[src/hw/rtl/hbc_pkg.sv]
// ----------------------------------------------------------------------------
// Histogram bucket counter package
// Shared widths, operation codes, controller states and the count memory
// control word.
// ----------------------------------------------------------------------------
package hbc_pkg;

    localparam int unsigned VALUE_W         = 32;
    localparam int unsigned COUNT_W         = 64;
    localparam int unsigned INDEX_W         = 6;
    localparam int unsigned CFG_W           = 7;
    localparam int unsigned OP_W            = 3;
    localparam int unsigned DEF_MAX_BUCKETS = 64;
    localparam int unsigned ACTIVE_RESET    = 2;

    typedef enum logic [OP_W-1:0] {
        OP_RECORD    = 3'd0,
        OP_CLASSIFY  = 3'd1,
        OP_READ      = 3'd2,
        OP_OVERWRITE = 3'd3,
        OP_ADD       = 3'd4,
        OP_SUB       = 3'd5,
        OP_CLEAR     = 3'd6,
        OP_DIV_BOUND = 3'd7
    } t_op;

    typedef enum logic [2:0] {
        S_IDLE      = 3'd0,
        S_SRCH_RD   = 3'd1,
        S_SRCH_CMP  = 3'd2,
        S_FETCH     = 3'd3,
        S_MODIFY    = 3'd4,
        S_DIV_RD    = 3'd5,
        S_DIV_START = 3'd6,
        S_DIV_WAIT  = 3'd7
    } t_state;

    typedef struct packed {
        logic wr_en;
        logic clear_all;
    } t_cnt_ctrl;

endpackage

[src/hw/rtl/hbc_bound_mem.sv]
// ----------------------------------------------------------------------------
// Bucket lower bound memory
// Single-port synchronous memory with registered read data.
// ----------------------------------------------------------------------------
module hbc_bound_mem #(
    parameter int unsigned DEPTH = hbc_pkg::DEF_MAX_BUCKETS,
    parameter int unsigned AW    = $clog2(hbc_pkg::DEF_MAX_BUCKETS)
) (
    input  logic                       i_clk,
    input  logic                       i_wr_en,
    input  logic [AW-1:0]              i_addr,
    input  logic [hbc_pkg::VALUE_W-1:0] i_wdata,
    output logic [hbc_pkg::VALUE_W-1:0] o_rdata
);
    import hbc_pkg::*;

    logic [VALUE_W-1:0] r_mem [DEPTH];
    logic [VALUE_W-1:0] r_rdata;

    always_ff @(posedge i_clk) begin
        if (i_wr_en) begin
            r_mem[i_addr] <= i_wdata;
        end
        r_rdata <= r_mem[i_addr];
    end

    assign o_rdata = r_rdata;

endmodule

[config.mk]
export PLATFORM = sky130hd
export DESIGN_NAME = hbc_bound_mem
export DESIGN_NICKNAME = d
export VERILOG_FILES = /design/src/hw/rtl/hbc_pkg.sv /design/src/hw/rtl/hbc_bound_mem.sv
export SDC_FILE = /design/constraint.sdc
export NUM_CORES = 2
export LEC_CHECK = 0
export BUFFER_PORTS_ARGS = -buffer_cell sky130_fd_sc_hd__buf_2
export CAP_MARGIN = 25
export CORE_ASPECT_RATIO = 1.25
export CORE_UTILIZATION = 30
export DETAILED_ROUTE_END_ITERATION = 8
export PLACE_DENSITY_LB_ADDON = 0.2
export SLEW_MARGIN = 15
export SYNTH_ARGS = -nofsm -noshare
export SYNTH_HDL_FRONTEND = slang
export SYNTH_SLANG_ARGS = --single-unit
[constraint.sdc]
create_clock -name i_clk -period 9.3 [get_ports i_clk]
set_clock_uncertainty 0.1 [all_clocks]
set_input_delay 0.465 -clock i_clk [delete_from_list [all_inputs] [get_ports i_clk]]
set_output_delay 0.465 -clock i_clk [all_outputs]
set_load 0.02 [all_outputs]
After elaboration in Yosys (flattened, before gate mapping)
Memories as Yosys holds them, arrays and structs flattened. A register that Yosys moved wholly into a read port is not among the register bits. Cells that the tools add are included.

Memories kept: 1. Input bits: 40. Output and inout bits: 32. Memory bits (writable): 2048. Register bits after elaboration: 0.

Memory list: r_mem (depth 64, width 32, rd ports 1, clocked after Yosys merged registers in 1, write ports 1, RTL line hbc_bound_mem.sv:17) `logic [VALUE_W-1:0] r_mem [DEPTH];`.

Multiplexer cells: 2.

Operator list (number): 1-bit two-way mux (2).

Depth between registers and ports, before layout
Word-level depth: 2. Mapped depth: 13.

Least setup slack after synthesis
No wires, ideal clock.

Path type: in2reg. Start point: input i_addr[2]. End point: memory r_mem[15][0] (enable). Stages: 8. Setup slack: 5.496 ns. Path buffers: 6. Data arrival time: 3.283 ns. Path through: buf_2 > buf_2 > buf_2 > buf_2 > buf_2 > buf_2 > nand3_1 > nor2_1.

RTL lines: from (decl) (RTL line hbc_bound_mem.sv:11) `input logic [AW-1:0] i_addr,`; to (decl) (RTL line hbc_bound_mem.sv:17).

Straight into the memory's write port.

Final worst setup path
Start point: input i_addr[1]. End point: memory r_mem[28][2] (enable).

Straight into the memory's write port.

==> results.cfg <==
[floorplan]
rows = 210
die_h_um = 575
ios = 72
core_area_um2 = 262000
fp.dieArea_um2 = 265000
start_util_pct = 30.2
die_w_um = 461

[grt]
first_global_vias = 42400
met2_usage_pct = 31.4
use_met1_pct = 23.3
gr-total-overflow = 0
track_usage_pct = 18.1
met3_usage_pct = 2.04
grt_antenna_before_repair = 9
grt_pass1_wl_um = 341000
grt_max_degree = 107
busiest_layer = met2

[place]
place_ws_ns = 4.21
place_congestion = 0.805
dp_hpwl_um = 138000
portBuffers = 71
placed_cells = 7680
place_area_um2 = 84400

[critical_path]
worstPathMaxFanout = 56
startpoint_type = input pin
cp.arrival_ns = 4.64
rr_worst_depth = 5
worstReg2RegStart = r_mem[21][15]
rr_endpoint = o_rdata[15]
r2r_setup_slack_ns = 6.26
cp.required_ns = 9.72
cp-end-kind = register
criticalPathCategory = in -> reg

[yosys]
ys_seq_area_share_pct = 78.7
yosys_warnings = 0
async_flop_share_pct = 0
synth_nets = 4279
avgSynthCellArea_um2 = 18.6
ys.flop_type = edfxtp_1
syn_inst = 4239
yosys_register_bits = 2080
synth-edff-count = 2048
syn_area_um2 = 78900
synth_cell_types = 56

[clock_tree]
cts_hold_buf = 1
h-tree-depth = 4
cts_tree = done
cts_resized = 0
numCtsBuffers = 212
clk_pin_slew_worst_paths_ns = 0.06
clockBufferDepth = 4
clk-insertion-delay-late_ns = 0.87
post_cts_buffers = 0
cts_sinks = 2080
clockRootBuffer = clkbuf_16

[routing]
postRouteAntennaNets = 0
first_pass_iters = 5
wirelength_um = 244000
avgViaCountPerCell = 5.20
drc = 0
dr_total_vias = 41900
wl_per_cell_um = 30.2
drt_iter0_markers = 3820

[timing]
tns_ns = 0
finalMaxSlewViolations = 0
hold_violations = 0
worst_slew_pin_slew_ns = 1.18
setup-violations-final = 0
finalCritPeriodShare_pct = 45.3
fin_ws_ns = 5.09
post-route-min-period_ns = 4.21
slew_headroom_pct = 20.5
rsz0062_at_grt = false
hold_slack_ns = 0.179
max_clock_freq_mhz = 237

[status]
status = completed

[worst_hold_path]
hold_start = i_wdata[29]
hp-class = in -> reg
hold_depth = 2
hold_end = r_mem[21][29]

[pwr]
peakVddDrop_mv = 0.160
p_leak_nw = 28.6
power.density_nw_per_um2 = 216

[layout]
drive_above_1_share_pct = 18.7
area_growth_pct = 15.1
stdcell_area_um2 = 90800
fin_cells = 8068
num-nets-final = 4438

[flow_run]
maxCapViolations = 0
==> synth_stat cells, types with 15 or more instances <==
library cell / count / area share [%]
nand3_1: 54 / 0.34
a22oi_1: 188 / 1.8
a22o_1: 66 / 0.73
or4_1: 15 / 0.14
mux2i_1: 259 / 3.3
a221o_1: 15 / 0.19
mux2_2: 147 / 2.1
clkbuf_1: 168 / 0.80
o21ai_0: 84 / 0.53
a31oi_1: 43 / 0.34
nand2_1: 28 / 0.13
buf_1: 33 / 0.16
and3_1: 85 / 0.67
nand2b_1: 18 / 0.14
dfxtp_1: 32 / 0.81
a211oi_1: 17 / 0.16
edfxtp_1: 2048 / 78
nor2_1: 145 / 0.69
o22ai_1: 93 / 0.74
o22a_1: 70 / 0.78
a21oi_1: 121 / 0.77
a2111oi_0: 15 / 0.17
buf_2: 83 / 0.53
nor3_1: 22 / 0.14
a221oi_1: 175 / 1.9
o2bb2ai_1: 15 / 0.17
mux4_2: 96 / 2.7
a222oi_1: 16 / 0.20
==> layout make-up <==
class | count | area (um^2)
fillers | 24800 | 171000
repair buffers | 243 | 1780
diodes | 5 | 12.5
clock inverters | 118 | 817
well taps | 3498 | 4380
clock buffers | 263 | 5620
inverters | 2 | 15.0
multi-input cells | 1859 | 16100
flip-flops and latches | 2080 | 62100
==> through the flow <==
stage | utilization (%) | power [mW]
2_1_floorplan | - | 11.1
3_3_place_gp | 32.2 | 11.7
3_5_place_dp | 32.2 | 11.7
4_1_cts | 34.7 | 19.8
5_1_grt | 34.7 | 20.2
6_report | 34.7 | 19.6
==> worst max-delay path by stage <==
stage	from	end	slack (ns)	cells after the start
global route	i_addr[1]	r_mem[28][24]	5.00	6
detailed placement	i_addr[1]	r_mem[28][28]	4.21	6
CTS	i_addr[1]	r_mem[28][12]	5.14	6
finish	i_addr[1]	r_mem[28][2]	5.09	6
global placement	i_addr[0]	o_rdata[14]	3.43	10
floorplan	i_addr[2]	r_mem[15][0]	5.50	8
==> kinds of logic after synthesis <==
logic type | after synthesis | synth area share, %
flip-flops | 2080 | 78.7
AO/OA/AOI/OAI | 933 | 8.66
multiplexers | 502 | 8.12
buffers and inverters | 300 | 1.68
AND/OR/NAND/NOR | 424 | 2.81
==> cell usage in the layout, fill, tap and decap left out, types with 15 or more instances in the layout <==
master	count
edfxtp_1	2048
mux2i_1	259
clkbuf_16	214
a22oi_1	188
a221oi_1	175
buf_4	159
mux2_2	147
a21oi_1	121
mux4_2	96
o22ai_1	93
and3_1	85
o21ai_0	84
nor2_1	75
buf_2	71
o22a_1	70
nor2_4	68
a22o_1	66
clkinv_1	65
nand3_1	53
a31oi_1	43
clkbuf_1	41
clkinv_2	34
dfxtp_1	32
nand2_1	27
nor3_1	19
a211oi_1	17
a222oi_1	16
nand2b_1	15
o2bb2ai_1	15
a221o_1	15
or4_1	15
==> worst max-delay path, cell delays in order <==
cell	delay, ns
buf_8	0.22
nor2_4	0.80
buf_4	0.71
nand3_1	0.86
nor2_4	0.89
buf_4	0.43
==> registers in the layout, indices dropped and copies added, names as in the netlist <==
name and flops:
r_mem 2048, o_rdata 32
==> layer usage <==
| layer | vias up | part of all wire (%) |
|---|---|---|
| met3 | 311 | 4.0 |
| met4 | 0 | 3.4 |
| li1 | 18000 | - |
| met2 | 1128 | 51 |
| met1 | 22500 | 42 |
| met5 | - | 0 |
==> report_power, final <==
| part | switching, mW | leakage [nW] | internal, mW | total, mW |
|---|---|---|---|---|
| sequential | 0.0549 | 18.7 | 10.4 | 10.4 |
| clock | 3.58 | 3.16 | 4.51 | 8.09 |
| combinational | 0.764 | 6.75 | 0.298 | 1.06 |
Power figures use the tool's default switching activity.
