==> config.mk <==
export PLATFORM = sky130hd
export DESIGN_NAME = hbc_count_mem
export DESIGN_NICKNAME = d
export VERILOG_FILES = /design/src/hw/rtl/hbc_pkg.sv /design/src/hw/rtl/hbc_count_mem.sv
export SDC_FILE = /design/constraint.sdc
export NUM_CORES = 2
export LEC_CHECK = 0
export BUFFER_PORTS_ARGS = -buffer_cell sky130_fd_sc_hd__buf_2
export CORE_MARGIN = 4
export CORE_UTILIZATION = 40
export DETAILED_ROUTE_END_ITERATION = 7
export HOLD_SLACK_MARGIN = 0.03
export RECOVER_POWER = 50
export SKIP_LAST_GASP = 1
export SYNTH_ARGS = -nofsm -noshare
export SYNTH_HDL_FRONTEND = slang
export SYNTH_SLANG_ARGS = --single-unit
==> constraint.sdc <==
create_clock -name i_clk -period 9.5 [get_ports i_clk]
set_input_delay 0.95 -clock i_clk [delete_from_list [all_inputs] [get_ports i_clk]]
set_output_delay 0.95 -clock i_clk [all_outputs]
set_load 0.02 [all_outputs]
==> src/hw/rtl/hbc_pkg.sv <==
// ----------------------------------------------------------------------------
// Histogram bucket counter package
// Shared widths, operation codes, controller states and the count memory
// control word.
// ----------------------------------------------------------------------------
package hbc_pkg;

    localparam int unsigned VALUE_W         = 32;
    localparam int unsigned COUNT_W         = 64;
    localparam int unsigned INDEX_W         = 6;
    localparam int unsigned CFG_W           = 7;
    localparam int unsigned OP_W            = 3;
    localparam int unsigned DEF_MAX_BUCKETS = 64;
    localparam int unsigned ACTIVE_RESET    = 2;

    typedef enum logic [OP_W-1:0] {
        OP_RECORD    = 3'd0,
        OP_CLASSIFY  = 3'd1,
        OP_READ      = 3'd2,
        OP_OVERWRITE = 3'd3,
        OP_ADD       = 3'd4,
        OP_SUB       = 3'd5,
        OP_CLEAR     = 3'd6,
        OP_DIV_BOUND = 3'd7
    } t_op;

    typedef enum logic [2:0] {
        S_IDLE      = 3'd0,
        S_SRCH_RD   = 3'd1,
        S_SRCH_CMP  = 3'd2,
        S_FETCH     = 3'd3,
        S_MODIFY    = 3'd4,
        S_DIV_RD    = 3'd5,
        S_DIV_START = 3'd6,
        S_DIV_WAIT  = 3'd7
    } t_state;

    typedef struct packed {
        logic wr_en;
        logic clear_all;
    } t_cnt_ctrl;

endpackage

==> src/hw/rtl/hbc_count_mem.sv <==
// ----------------------------------------------------------------------------
// Bucket count memory
// Single-port synchronous memory with a valid bit per entry; an entry that
// is not valid reads as zero, so reset and clear take effect at once.
// ----------------------------------------------------------------------------
module hbc_count_mem #(
    parameter int unsigned DEPTH = hbc_pkg::DEF_MAX_BUCKETS,
    parameter int unsigned AW    = $clog2(hbc_pkg::DEF_MAX_BUCKETS)
) (
    input  logic                        i_clk,
    input  logic                        i_rst_n,
    input  hbc_pkg::t_cnt_ctrl          i_ctrl,
    input  logic [AW-1:0]               i_addr,
    input  logic [hbc_pkg::COUNT_W-1:0] i_wdata,
    output logic [hbc_pkg::COUNT_W-1:0] o_rdata
);
    import hbc_pkg::*;

    logic [COUNT_W-1:0] r_mem [DEPTH];
    logic [COUNT_W-1:0] r_rdata;
    logic [DEPTH-1:0]   r_vld;
    logic               r_rvld;

    always_ff @(posedge i_clk) begin
        if (i_ctrl.wr_en) begin
            r_mem[i_addr] <= i_wdata;
        end
        r_rdata <= r_mem[i_addr];
    end

    always_ff @(posedge i_clk) begin
        if (!i_rst_n) begin
            r_vld  <= '0;
            r_rvld <= 1'b0;
        end else begin
            r_rvld <= r_vld[i_addr];
            if (i_ctrl.clear_all) begin
                r_vld <= '0;
            end else if (i_ctrl.wr_en) begin
                r_vld[i_addr] <= 1'b1;
            end
        end
    end

    assign o_rdata = r_rvld ? r_rdata : '0;

endmodule

# [Word level (Yosys, flattened, before mapping)]
# Memory sizes are Yosys's and may differ from the RTL's. A register that Yosys moved wholly into a read port is not among the register bits.
# Index checks and enable logic that the tools add are counted.
[classes] magnitude_cmp=2 shifts=0 n_reduce_logical=2 div_mod_pow=0 n_addsub=0 n_mul=0 n_eq_ne=0 bitwise=2 n_mux=7
[ops] op="64-bit 2-to-1 mux" count=1
[ops] op="64-bit OR" count=1
[ops] op="6-bit by 7-bit < comparator with 1-bit output (second input constant)" count=1
[ops] op="1-bit binary-select mux with 6-bit select" count=1
[ops] op="1-bit demux with 6-bit select" count=1
[ops] op="6-bit by 1-bit >= comparator with 1-bit output (second input constant)" count=1
[ops] op="1-bit 2-to-1 mux" count=4
[ops] op="2-bit OR reduction" count=1
[ops] op="1-bit logical AND" count=1
[ops] op="1-bit inverter" count=1
[totals] inputBits=74 out_inout_bits=64 mem_bits_ro=0 ramBits=4096 latchBits=0 register_bits=65 mem_count=1
[memory_table] memory="r_mem" depth=64 word_bits=64 read_ports=1 rd_clocked_by_memory_dff=1 wr=1 line="hbc_count_mem.sv:19" text="logic [COUNT_W-1:0] r_mem [DEPTH];"

# [Depth between registers and ports, before layout]
[logic_depth] word_depth=5 mapped_depth=11

# [Worst setup path after synthesis]
# OpenSTA, ideal clock, no wires.
[synth_timing] path_type="input-to-reg" start="input i_addr[0]" end="memory r_mem[26][0] (enable)" t_required_ns=8.933 cell_stages=8 slack_ns=2.319 t_arrival_ns=6.615 n_path_buf=7 path_cell_list="buf_2 > buf_4 > buf_4 > buf_2 > buf_2 > buf_4 > buf_2 > nor3_1"
[synth_lines] element="start, declared" line="hbc_count_mem.sv:13" text="input logic [AW-1:0] i_addr,"
[synth_lines] element="end, declared" line="hbc_count_mem.sv:19"
# Straight into the memory's write port.

# [Final worst setup path]
[layout_timing] start="input i_addr[5]" end="memory r_mem[39][10] (enable)"
# Straight into the memory's write port.

==> results.toml <==
[floorplanning]
die_h_um = 643
core_area_um2 = 400000
io_pins = 138
die-area_um2 = 413000
initial_core_util_pct = 40.2
fp.dieW_um = 643
row_count = 232

[clock_network]
cts.repair.resized = 0
insertion_delay_ns = 0.98
h-tree-depth = 5
ctsHoldBuffers = 0
cts_tree = "yes"
cts-root-buf = "clkbuf_16"
clk_pin_slew_worst_paths_ns = 0.06
clk_path_buf_depth = 4
post_cts_buffers = 0
cts_buffers = 417
clock-sinks = 4225

[setup_path]
cp_max_fo = 29
path_common_cell = "clkbuf_1"
cp_data_required_time_ns = 10.07
crit_path_top_delay_cell = "clkbuf_1"
path_depth = 7
rrSetupSlack_ns = 6.96
critical-path-max-stage-delay_ns = 1.67
crit_path_start_kind = "input port"
path_buf_inv = 4
timing.rr.end = "r_rdata[21]"
path_cells = "buf_2 -> nor3b_2 -> clkbuf_1 -> nand2_1 -> nor2_4 -> clkbuf_1 -> buf_4"
startpoint = "i_addr[5]"
r2r-start = "r_mem[7][21]"
criticalPathCategory = "in2reg"
cp.arrival_ns = 7.43
cp_top_family = "buffers and inverters"
crit_path_end_kind = "register"
crit_end = "r_mem[39][10]"
reg2reg_depth = 5

[synthesis]
ys_types = 66
async_flop_share_pct = 0
syn_area_um2 = 161000
synth_enable_flop_cells = 4096
synth_top_area_share_pct = 76.4
syn-num-nets = 8581
synth.area.top_cells = "edfxtp_1 (76%), mux4_2 (4.4%), mux2_2 (3.2%)"
synth_top_area_cell = "edfxtp_1"
yosysSeqAreaShare_pct = 78.0
yosys_warnings = 0
avgSynthCellArea_um2 = 18.9
synth-seq-cells = 4225
ys_top_cells_by_count = "edfxtp_1 (4,096), a221oi_1 (493), mux2_2 (452)"
synth.most_common_cell = "edfxtp_1"
syn_inst = 8507
synthFlopType = "edfxtp_1"

[placed_design]
dp_hpwl_mm = 300
portBuffers = 137
gp_congestion = 0.831

[timing]
fin_setup_tns_ns = 0
finalSetupViolCount = 0
drv_slew = 4480
min_period_ns = 6.86
maxSlewHeadroom_pct = -165
finalHoldViolations = 0
worstMarginPinSlew_ns = 3.97
fin_skew_ns = 0.0439
grt_setup_unrepaired = "no"
worst_hold_slack_ns = 0.431
post-route-period-util_pct = 72.2
max_freq_mhz = 146

[drt]
vias_per_cell = 6.54
drt-initial-drc-count = 16100
wl_mm = 560
drt-pass1-iter-count = 7
num_vias = 94400
ant_nets = 0
drc = 0
post_drt_wl_per_cell_um = 38.8

[final_layout]
nNetsFinal = 8810
syn_to_final_growth_pct = 13.2
drive_above_1_share_pct = 20.1

[global_routing]
grt_pass1_wl_mm = 758
grt_use_total_pct = 26.3
grt_pass1_vias = 89700
antenna_found_initial = 63
gr-total-overflow = 0
grt_max_degree = 124

[worst_hold_path]
hp-class = "in2reg"

[run]
maxCapViolCount = 76

[run_status]
status = "finished with violations"
violations = "max-capacitance violations, max-slew violations"

[power]
power_density_nw_per_um2 = 216
leakage_nw = 57.1
ir_drop_mv = 0.176
fin_total_pwr_mw = 39.4
[cell usage in the layout (no fill, tap or decap), types with 60 or more instances in the layout]
master     count
edfxtp_1    4096
a221oi_1     493
mux2_2       452
clkbuf_16    424
a22oi_1      358
nand2_1      336
mux4_2       314
mux2i_1      293
buf_4        244
o22ai_1      179
clkbuf_1     160
a21oi_1      155
o21ai_0      147
dfxtp_1      128
clkinv_1      90
nor2_1        80
clkinv_2      76
buf_2         74
and2_1        69
diode_2       67
o21a_1        67
nor2_4        60
a221o_1       60
[worst min-delay path by stage]
| stage | startpoint | to | cells past startpoint | slack, ns |
|---|---|---|---|---|
| final | i_rst_n | r_rvld | 3 | 0.43 |
| after global routing | i_rst_n | r_rvld | 3 | 0.42 |
| after CTS | i_rst_n | r_rvld | 3 | 0.40 |
| after detailed placement | r_vld[62] | r_vld[62] | 1 | 0.45 |
| after global placement | r_vld[39] | r_vld[39] | 1 | 0.44 |
| after floorplan | r_vld[59] | r_vld[59] | 1 | 0.43 |
[sequential cells by signal, indices dropped and copies added (netlist names)]
signal and cells:
r_vld 64, r_mem 4096, r_rdata 64, r_rvld 1
[worst reg2reg max path, cell delays in order (launching register included)]
cell       delay [ns]
edfxtp_1         0.35
mux4_2           0.46
nand2_1          0.09
o21ai_0          0.11
a2111oi_0        1.12
nand4_1          0.22
[area by class of cell]
cell class,count,area (um2)
antenna,67,168
timing repair buffer,416,2920
fill,33500,218000
clock inverter,242,2390
sequential,4225,126000
clock buffer,538,11300
tap,5265,6590
inverter,4,37.5
multi-input combinational,3672,33300
[metal layers]
layer | wire length [um] | share of wire (%) | vias up | GRT usage, %
met5 | 265 | 0.047 | - | 0
met4 | 27000 | 4.8 | 24 | 11.7
met3 | 66500 | 12 | 1286 | 5.86
met2 | 255000 | 46 | 7033 | 40.4
met1 | 211000 | 38 | 50000 | 35.9
li1 | - | - | 36000 | -
[power by group]
part | leakage [nW] | internal (mW) | switching [mW]
Combinational | 12.5 | 0.574 | 1.47
Sequential | 37.9 | 20.6 | 0.123
Clock | 6.70 | 9.43 | 7.14
[kinds of logic after synthesis]
group	count (synthesis)	synth area share (%)
compound gates	1779	8.36
buf+inv	610	1.72
flops	4225	78.0
mux	1059	9.37
simple gates	834	2.59
[per-stage QoR]
| stage | instance area, um2 | std cells | utilization (%) | worst slack [ns] |
|---|---|---|---|---|
| final | 182000 | 14400 | 45.6 | 2.64 |
| after global routing | 182000 | 14400 | 45.5 | 2.73 |
| after CTS | 182000 | 14400 | 45.6 | 5.35 |
| after detailed placement | 169000 | 13600 | 42.1 | 4.32 |
| after global placement | 169000 | 13600 | 42.1 | 4.36 |
| after floorplan | 161000 | 8507 | - | 2.32 |
(Power assumes the default switching activity.)
