==> src/hw/rtl/hbc_pkg.sv <==
// ----------------------------------------------------------------------------
// Histogram bucket counter package
// Shared widths, operation codes, controller states and the count memory
// control word.
// ----------------------------------------------------------------------------
package hbc_pkg;

    localparam int unsigned VALUE_W         = 32;
    localparam int unsigned COUNT_W         = 64;
    localparam int unsigned INDEX_W         = 6;
    localparam int unsigned CFG_W           = 7;
    localparam int unsigned OP_W            = 3;
    localparam int unsigned DEF_MAX_BUCKETS = 64;
    localparam int unsigned ACTIVE_RESET    = 2;

    typedef enum logic [OP_W-1:0] {
        OP_RECORD    = 3'd0,
        OP_CLASSIFY  = 3'd1,
        OP_READ      = 3'd2,
        OP_OVERWRITE = 3'd3,
        OP_ADD       = 3'd4,
        OP_SUB       = 3'd5,
        OP_CLEAR     = 3'd6,
        OP_DIV_BOUND = 3'd7
    } t_op;

    typedef enum logic [2:0] {
        S_IDLE      = 3'd0,
        S_SRCH_RD   = 3'd1,
        S_SRCH_CMP  = 3'd2,
        S_FETCH     = 3'd3,
        S_MODIFY    = 3'd4,
        S_DIV_RD    = 3'd5,
        S_DIV_START = 3'd6,
        S_DIV_WAIT  = 3'd7
    } t_state;

    typedef struct packed {
        logic wr_en;
        logic clear_all;
    } t_cnt_ctrl;

endpackage

==> src/hw/rtl/hbc_divider.sv <==
// ----------------------------------------------------------------------------
// Iterative unsigned divider
// Restoring division, one quotient bit per cycle.
// ----------------------------------------------------------------------------
module hbc_divider #(
    parameter int unsigned W = hbc_pkg::COUNT_W
) (
    input  logic         i_clk,
    input  logic         i_rst_n,
    input  logic         i_start,
    input  logic [W-1:0] i_dividend,
    input  logic [W-1:0] i_divisor,
    output logic         o_done,
    output logic [W-1:0] o_quotient
);
    localparam int unsigned CW = $clog2(W + 1);

    logic          r_busy;
    logic          r_done;
    logic [CW-1:0] r_cnt;
    logic [W-1:0]  r_rem;
    logic [W-1:0]  r_quot;
    logic [W-1:0]  r_div;
    logic [W-1:0]  n_rem;
    logic [W-1:0]  n_quot;
    logic [W:0]    shifted;
    logic [W:0]    diff;

    always_comb begin
        shifted = {r_rem, r_quot[W-1]};
        diff    = shifted - {1'b0, r_div};
        if (diff[W]) begin
            n_rem  = shifted[W-1:0];
            n_quot = {r_quot[W-2:0], 1'b0};
        end else begin
            n_rem  = diff[W-1:0];
            n_quot = {r_quot[W-2:0], 1'b1};
        end
    end

    always_ff @(posedge i_clk) begin
        if (!i_rst_n) begin
            r_busy <= 1'b0;
            r_done <= 1'b0;
            r_cnt  <= '0;
        end else begin
            r_done <= 1'b0;
            if (i_start) begin
                r_busy <= 1'b1;
                r_cnt  <= CW'(W);
            end else if (r_busy) begin
                r_cnt <= r_cnt - CW'(1);
                if (r_cnt == CW'(1)) begin
                    r_busy <= 1'b0;
                    r_done <= 1'b1;
                end
            end
        end
    end

    always_ff @(posedge i_clk) begin
        if (i_start) begin
            r_rem  <= '0;
            r_quot <= i_dividend;
            r_div  <= i_divisor;
        end else if (r_busy) begin
            r_rem  <= n_rem;
            r_quot <= n_quot;
        end
    end

    assign o_done     = r_done;
    assign o_quotient = r_quot;

endmodule

==> config.mk <==
export PLATFORM = sky130hd
export DESIGN_NAME = hbc_divider
export DESIGN_NICKNAME = d
export VERILOG_FILES = /design/src/hw/rtl/hbc_pkg.sv /design/src/hw/rtl/hbc_divider.sv
export SDC_FILE = /design/constraint.sdc
export NUM_CORES = 1
export LEC_CHECK = 0
export BUFFER_PORTS_ARGS = -buffer_cell sky130_fd_sc_hd__buf_2
export CORE_ASPECT_RATIO = 1.75
export CORE_UTILIZATION = 30
export CTS_CLUSTER_DIAMETER = 150
export CTS_CLUSTER_SIZE = 8
export DETAILED_ROUTE_END_ITERATION = 16
export GPL_TIMING_DRIVEN = 0
export SLEW_MARGIN = 5
export SYNTH_ARGS = -nofsm -noshare
export SYNTH_HDL_FRONTEND = slang
export SYNTH_SLANG_ARGS = --single-unit
==> constraint.sdc <==
create_clock -name i_clk -period 9.11 [get_ports i_clk]
set_input_delay 0.911 -clock i_clk [delete_from_list [all_inputs] [get_ports i_clk]]
set_output_delay 0.911 -clock i_clk [all_outputs]
set_load 0.05 [all_outputs]
# Word level (Yosys, flattened, before mapping)
# Cells that the tools add are included.
dict set report totals {
  reg_bits 201
  input_bits 131
  out_inout_bits 65
  wordCells 25
}
dict set report op_classes {
  add_sub_neg 2
  n_eq_ne 1
  mux 10
  bitwise_logic 2
  n_reduce_logical 3
}
# op count
set ops {}
lappend ops {{2-to-1 mux 64 bit} 3}
lappend ops {{subtractor 65 x 64 -> 65 bit} 1}
lappend ops {{2-to-1 mux 7 bit} 2}
lappend ops {{equality test 7 x 1 -> 1 bit, second input constant} 1}
lappend ops {{subtractor 7 x 1 -> 7 bit, second input constant} 1}
lappend ops {{2-to-1 mux 1 bit} 5}
lappend ops {{OR reduction 3 bit} 1}
lappend ops {{NOT 1 bit} 2}
lappend ops {{nonzero test 2 bit} 1}
lappend ops {{OR reduction 2 bit} 1}

# Depth between registers and ports, before layout
# Gate-level depths: netlist of run 1.
dict set report logic_depth {
  depth_word 4
  ltp_mapped 15
  mapped_depth_nobuf 13
}

# Least setup slack after synthesis of run 1
# Ideal clock, no wire load.
dict set report synth_path {
  kind {register to register}
  startpoint {register r_quot[63], in the netlist o_quotient[63]}
  endpoint {register r_quot[0], in the netlist o_quotient[0], data pin}
  arrival_ps 3666
  path_slack_ps 5184
  stages_incl_launch_ff 15
  n_path_buf 2
  cell_sequence {edfxtp_1 -> inv_1 -> ha_1 -> fa_1 -> and2b_1 -> o211ai_1 -> a21o_1 -> o31ai_2 -> a31oi_2 -> o21ai_2 -> a21oi_1 -> or4_1 -> buf_2 -> clkbuf_1 -> mux2_2}
}
dict set report synth_via {
  elab_chain_cells 4
}
# item line_no
set synth_lines {}
lappend synth_lines {{from (decl)} hbc_divider.sv:22} ;# logic [W-1:0] r_quot;
lappend synth_lines {{from (signal assigned)} hbc_divider.sv:64} ;# r_quot <= i_dividend;
lappend synth_lines {{from (signal assigned)} hbc_divider.sv:68} ;# r_quot <= n_quot;
lappend synth_lines {{subtractor 65 x 64 -> 65 bit} hbc_divider.sv:31} ;# diff = shifted - {1'b0, r_div};
lappend synth_lines {{2-to-1 mux 1 bit} hbc_divider.sv:32} ;# if (diff[W]) begin
lappend synth_lines {{2-to-1 mux 64 bit} hbc_divider.sv:66} ;# end else if (r_busy) begin
lappend synth_lines {{2-to-1 mux 64 bit} hbc_divider.sv:62} ;# if (i_start) begin
# Every way passes these cells. The select of a mux whose other input is x is not followed.
# A chain may end at the register's enable or synchronous reset.

# Worst setup path after layout of run 1
# Ends and elaborated chain as after synthesis.

==> summary.md, run 1 <==
| Metric | Value |
|---|---|
| Synth Register Bits | 201 |
| Crit path kind | reg -> reg |
| Reg area | 5310 sq um |
| Ranking of synthesized cells by area | edfxtp_1, dfxtp_1, ha_1, mux2_2, mux2i_1 |
| Clk sink count | 201 |
| HP Class | reg -> reg |
| Clk buf depth | 3 |
| Yosys warning count | 0 |
| Vias in the first global route | 10,170 |
| Max Cap Viol | 0 |
| Final Cycle Share | 48.0% |
| Die area | 40,700 sq um |
| Routed wire length | 35,300 um |
| Largest family of logic cells by synthesized area | compound AO/OA/AOI/OAI gates |
| Synth Area in Compound Gates | 17.4% |
| Outcome | complete, no violations |
| Latest clock arrival within the worst-skew pair | 0.58 ns |
| Fraction of layout cells with a size suffix above 1 | 22.7% |
| DRT Pass-1 Iters | 5 |
| Num ports | 196 |
| Multiplexer share of the synthesized area | 10.8% |
| Top cells by count, synth | edfxtp_1, nor2_1, inv_1 |
| Unique masters post-synth | 70 |
| First-pass GRT wire length | 54,600 um |
| Grt total ovfl | 0 |
| Cell leakage power | 0.00598 uW |
| ANT nets after route | 0 |
| Max Freq | 229 MHz |
| DRC viols | 0 |
| Area growth from synthesis to layout | 20.7% |
| Starting Density | 30.4% |
| Worst Clk Skew | 0.0343 ns |
| Synth Area in XOR/XNOR | 4.54% |
| Setup TNS | 0 ns |
| Peak VDD IR | 0.000138 V |
| CTS Hold Bufs | 0 |
| Syn Std Cell Area | 12,000 sq um |
| Post-cts resize count | 0 |
| Predominant post-synthesis flop cell | edfxtp_1 |
| Slew HR | 37.6% |
| Dpl hpwl | 27,300 um |
| Simple logic cell fraction of the synthesized area | 11.0% |
| PortBufs | 195 |
| Fin crit period | 4.37 ns |
| CP Max Fanout | 10 |
| Die Wd | 153 um |
| WP data arrival | 4.70 ns |
| Final layout net count | 1,608 |
| Design area | 14,400 sq um |
| Count of final setup violators | 0 |
| Adder-cell area share of the yosys netlist | 7.08% |
| Req. time, crit path | 9.44 ns |
| Worst Max-Slew Pin Slew | 0.935 ns |
| GRT Total Usage | 17.2% |
| Worst setup margin | 4.74 ns |
| Clock transition at path regs | 0.05 ns |
| CTS tree | done |
| Total CTS buffers | 29 |
| Setup crit end kind | register |
| Vias per cell | 5.08 |
| Vias | 9,779 |
| Pwr dens | 204 nW/um^2 |
| Multi-input logic area | 6070 sq um |
| GPL Wtd Cong | 0.935 |
| Routed length per instance | 18.4 um |
| Final Hold Viols | 0 |
| CP Launch Type | register |
| Root Driver | clkbuf_16 |
| Core footprint | 39,300 sq um |
| Total number of H-tree levels | 1 |
| Fin util | 36.7% |
| Initial drt markers | 498 |
| Fillcell total | 3,952 |
| Final Max Tran Viols | 0 |
| Cell taking the most area after synthesis | edfxtp_1 |
| Synth async-reset ratio | 0% |
| Post-CTS setup buffers | 0 |
| Largest net degree at the start of global routing | 37 |
| Placed Instance Area | 13,600 sq um |
| Cell count after synthesis | 1,182 |
| Register area share after synthesis | 44.4% |
| Synth top area share | 32.2% |
| Syn nets | 1,380 |
| Row Count | 96 |
| Initial antenna violation count | 2 |
| RSZ-0062 raised after global routing | no |
| Hold WS | 0.491 ns |
| EDFF count, synth | 128 |
| Die Y-Extent | 266 um |
| FF-to-FF setup slack | 4.74 ns |
| Count leader, synth | edfxtp_1 |
| Syn avg cell area | 10.1 sq um |
| DP Worst Slack | 4.71 ns |
-- routing by layer --
| metal | global-route usage, % | routed length, um |
|---|---|---|
| met4 | 10.7 | 2010 |
| met1 | 17.3 | 12900 |
| met2 | 33.6 | 19400 |
| met5 | 0 | 0 |
| met3 | 1.87 | 988 |
-- sequential cells by signal, indices dropped and copies added (netlist names) --
signal	cells
r_cnt	7
r_busy	1
r_div	64
o_quotient	64
o_done	1
r_rem	64
-- area by class of cell --
class,instances,area share [%]
multi-input cells,835,42.0
flip-flops and latches,201,36.8
repair buffers,197,7.06
clock buffers,52,5.63
well taps,490,4.25
inverters,87,2.26
plain buffers,59,1.75
clock inverters,2,0.199
diodes,2,0.0347
-- path summary, 6_finish.rpt --
kind,cells after the start,from,end
max,14,o_quotient[63],o_quotient[0]
min reg2reg,2,r_rem[20],r_rem[20]
max reg2reg,14,o_quotient[63],o_quotient[0]
min,2,r_rem[20],r_rem[20]
-- cell usage in the layout, fill, tap and decap left out, types with 13 or more instances in the layout --
cell type and count:
mux2_2 64, edfxtp_1 128, clkbuf_1 65, nand3_1 14, clkbuf_16 29, o21bai_1 14, a21oi_1 76, nor3_1 13
o21a_1 13, nand2_1 84, a21o_1 33, ha_1 66, nand4_1 17, xnor2_1 41, a211oi_1 51, buf_2 207
nor2_1 98, o21ai_0 41, mux2i_1 57, xor2_1 21, dfxtp_1 73, inv_1 86
-- critical path: stages, from the launching register on --
cell and delay, ns:
edfxtp_1 0.36, inv_1 0.12, ha_1 0.25, fa_1 0.40, and2b_1 0.24, o211ai_1 0.14, a21o_1 0.24, o31ai_2 0.37
a31oi_2 0.26, o21ai_2 0.24, a21oi_1 0.08, or4_1 0.51, buf_2 0.18, clkbuf_1 0.34, mux2_2 0.38
-- metrics by stage --
stage          total power (uW)  instances
2_1_floorplan              1720       1182
3_3_place_gp               1930       1867
3_5_place_dp               1940       1869
4_1_cts                    2980       1923
5_1_grt                    3090       1925
6_report                   2940       1925
-- report_power, final --
| part | internal, uW | switching, uW |
|---|---|---|
| Sequential | 1060 | 48.9 |
| Combinational | 296 | 517 |
| Clock | 598 | 420 |
| Total | 1960 | 985 |
-- cells by family (layout without fill, tap and decap cells) --
group           Yosys count  count (layout)
compound gates          302             302
simple gates            283             283
flops                   201             201
buf+inv                 146             397
mux                     121             121
fa+ha+maj                67              67
xor+xnor                 62              62
other cells               0               2
Note: power is estimated with default switching activity, not from simulation.
==> inputs of run 2 (changes only) <==
==> constraint.sdc (replaced) <==
create_clock -name i_clk -period 3.82 [get_ports i_clk]
set_input_delay 0.382 -clock i_clk [delete_from_list [all_inputs] [get_ports i_clk]]
set_output_delay 0.382 -clock i_clk [all_outputs]
set_load 0.05 [all_outputs]
==> run 2 against run 1 <==
Non-clock buffer count is 72 higher. Fmax is 18% higher. Via count is 3.7% higher. Die area stayed put. Worst setup slack worse by 4.6 ns. Flip-flop and latch count stayed put. Power is 140% higher. Clock skew is 0.016 ns lower. Sequential power is 140% higher. Critical path type unchanged. Largest cell class unchanged. Largest power group unchanged.
==> summary.md, run 2 (synthesized netlist as in run 1, its figures left out) <==
| Metric | Value |
|---|---|
| Outcome | complete, no violations |
| Max Cap Viol | 0 (unchanged) |
| Clock power frac | 33.9% (-0.7 points) |
| Row Count | 96 (unchanged) |
| Pwr dens | 466 nW/um^2 (+130%) |
| Final layout net count | 1,680 (+4.5%) |
| First-pass GRT wire length | 54,400 um (-0.26%) |
| Slew HR | 36.2% (-1.5 points) |
| Routed wire length | 35,300 um (about the same) |
| CP Launch Type | register |
| Starting Density | 30.4% (unchanged) |
| Crit-path cells | ha_4 -> fa_2 -> and2b_1 -> o211ai_1 -> a21o_1 -> o31ai_4 -> a31oi_4 -> o21ai_2 -> a21oi_1 -> or4_1 -> buf_6 -> buf_6 -> mux2i_1 -> a211oi_1 |
| Top delay family on crit path | compound AO/OA/AOI/OAI gates |
| DRC viols | 0 (unchanged) |
| Num ports | 196 (unchanged) |
| Req. time, crit path | 4.24 ns (-5.20 ns) |
| Root Driver | clkbuf_16 |
| Vias | 10,139 (+3.7%) |
| Die Y-Extent | 266 um (unchanged) |
| Worst setup margin | 0.116 ns (-4.62 ns) |
| Total CTS buffers | 29 (unchanged) |
| Max Freq | 270 MHz (+18%) |
| Fraction of layout cells with a size suffix above 1 | 23.4% (+0.74 points) |
| Initial drt markers | 415 (-17%) |
| CTS tree | done |
| ANT nets after route | 0 (unchanged) |
| Count of final setup violators | 0 (unchanged) |
| Most frequent cells in the layout | buf_2, edfxtp_1, nor2_1 |
| Total number of H-tree levels | 1 (unchanged) |
| Fillcell total | 3,893 (-1.5%) |
| Global route hottest layer | met2 |
| Worst Max-Slew Pin Slew | 0.957 ns (+0.0220 ns) |
| Dpl hpwl | 26,500 um (-3.2%) |
| Die area | 40,700 sq um (unchanged) |
| Vias per cell | 5.08 (about the same) |
| Vias in the first global route | 10,505 (+3.3%) |
| Clock transition at path regs | 0.05 ns (about the same) |
| Final Power | 7120 uW (+140%) |
| Sw Share | 33.3% (-0.16 points) |
| Largest stage delay on the critical path | 0.52 ns (about the same) |
| Hold WS | 0.0716 ns (-0.419 ns) |
| CP Max Fanout | 10 (unchanged) |
| GPL Wtd Cong | 0.908 (-3.0%) |
| DP Worst Slack | -0.299 ns (-5.01 ns) |
| Setup crit end kind | register |
| Initial antenna violation count | 2 (unchanged) |
| Core footprint | 39,300 sq um (unchanged) |
| Clk buf depth | 3 (unchanged) |
| Die Wd | 153 um (unchanged) |
| Peak VDD IR | 0.000355 V (+160%) |
| WP data arrival | 4.13 ns (-0.57 ns) |
| HP Class | in -> reg |
| Clk sink count | 201 (unchanged) |
| Bufs and invs on worst path | 2 (-1) |
| Final Hold Viols | 0 (unchanged) |
| Commonest non-fill, non-tap cell in the layout | buf_2 |
| Fin crit period | 3.70 ns (-0.670 ns) |
| Fin util | 38.9% (+2.2 points) |
| Largest net degree at the start of global routing | 66 (+78%) |
| Latest clock arrival within the worst-skew pair | 0.57 ns (about the same) |
| Met1 Usage GRT | 17.0% (-0.21 points) |
| PortBufs | 195 (unchanged) |
| Grt met2 use | 34.0% (+0.40 points) |
| Met3 Usage GRT | 1.87% (unchanged) |
| Crit path kind | reg -> reg |
| Grt total ovfl | 0 (unchanged) |
| Internal power | 4750 uW (+140%) |
| Gate power share | 28.9% (+1.3 points) |
| Final Max Tran Viols | 0 (unchanged) |
| Sequential Power Share | 37.3% (-0.5 points) |
| Slowest-stage cell, CP | or4_1 |
| Worst Clk Skew | 0.0187 ns (-0.0156 ns) |
| Area growth from synthesis to layout | 27.8% |
| Cell leakage power | 0.00633 uW (+5.9%) |
| Routed length per instance | 17.7 um (-3.5%) |
| Cell mode on critical path | buf_6 |
| Final Cycle Share | 97.0% (+49 points) |
| DRT Pass-1 Iters | 5 (unchanged) |
| GRT Total Usage | 17.0% (-0.23 points) |
| Net Sw Power | 2370 uW (+140%) |
-- run 2: power groups by stage --
| stage | Combinational (uW) | Clock (uW) | Sequential (uW) |
|---|---|---|---|
| floorplan | 1180 | 0 | 2920 |
| global placement | 1910 | 0 | 2690 |
| detailed placement | 1930 | 0 | 2690 |
| CTS | 2000 | 2510 | 2650 |
| global route | 2230 | 2570 | 2680 |
| finish | 2060 | 2410 | 2660 |
-- run 2: path summary, 6_finish.rpt --
kind	start	endpoint	slack, ns	cells after the start
max	r_div[0]	r_rem[28]	0.12	14
min	i_rst_n	r_cnt[6]	0.07	2
max reg2reg	r_div[0]	r_rem[28]	0.12	14
min reg2reg	r_rem[2]	r_rem[2]	0.50	2
-- run 2: worst reg2reg max path: stages, from the launching register on --
cell and delay (ns):
edfxtp_1 0.45, ha_4 0.20, fa_2 0.33, and2b_1 0.22
o211ai_1 0.13, a21o_1 0.25, o31ai_4 0.29, a31oi_4 0.16
o21ai_2 0.22, a21oi_1 0.08, or4_1 0.52, buf_6 0.16
buf_6 0.17, mux2i_1 0.26, a211oi_1 0.11
-- run 2: layout make-up --
class                      instances  area, sq um  share of cell area, %
antenna                            2         5.00                 0.0328
clock buffer                      50          805                   5.27
inverter                          87          327                   2.14
timing repair buffer             269         1710                   11.2
multi-input combinational        835         6190                   40.5
clock inverter                     2         28.8                  0.188
buffer                            59          299                   1.96
sequential                       201         5310                   34.7
tap                              490          613                   4.01
-- run 2: per-layer routing --
| metal | vias up | share of wire (%) |
|---|---|---|
| met3 | 90 | 2.6 |
| met5 | - | 0 |
| met4 | 0 | 4.1 |
| met1 | 4906 | 37 |
| li1 | 4930 | - |
| met2 | 213 | 56 |
-- run 2: repair_timing --
| item | in CTS | in global routing |
|---|---|---|
| gates resized for setup | 4 | 34 |
| setup endpoints to repair | 58 | 54 |
| hold buffers | 64 | 0 |
| pin swaps | 2 | 17 |
| setup buffers | 2 | 7 |
| hold endpoints to repair | 64 | 0 |
-- run 2: per-stage QoR --
step / area, sq um / TNS, ns / cells
after global routing: 15300 / -0.000385 / 1995
after floorplan: 12000 / 0 / 1182
final: 15300 / 0 / 1995
after CTS: 15100 / 0 / 1986
after global placement: 13600 / -101.24 / 1867
after detailed placement: 13600 / -3.91 / 1868
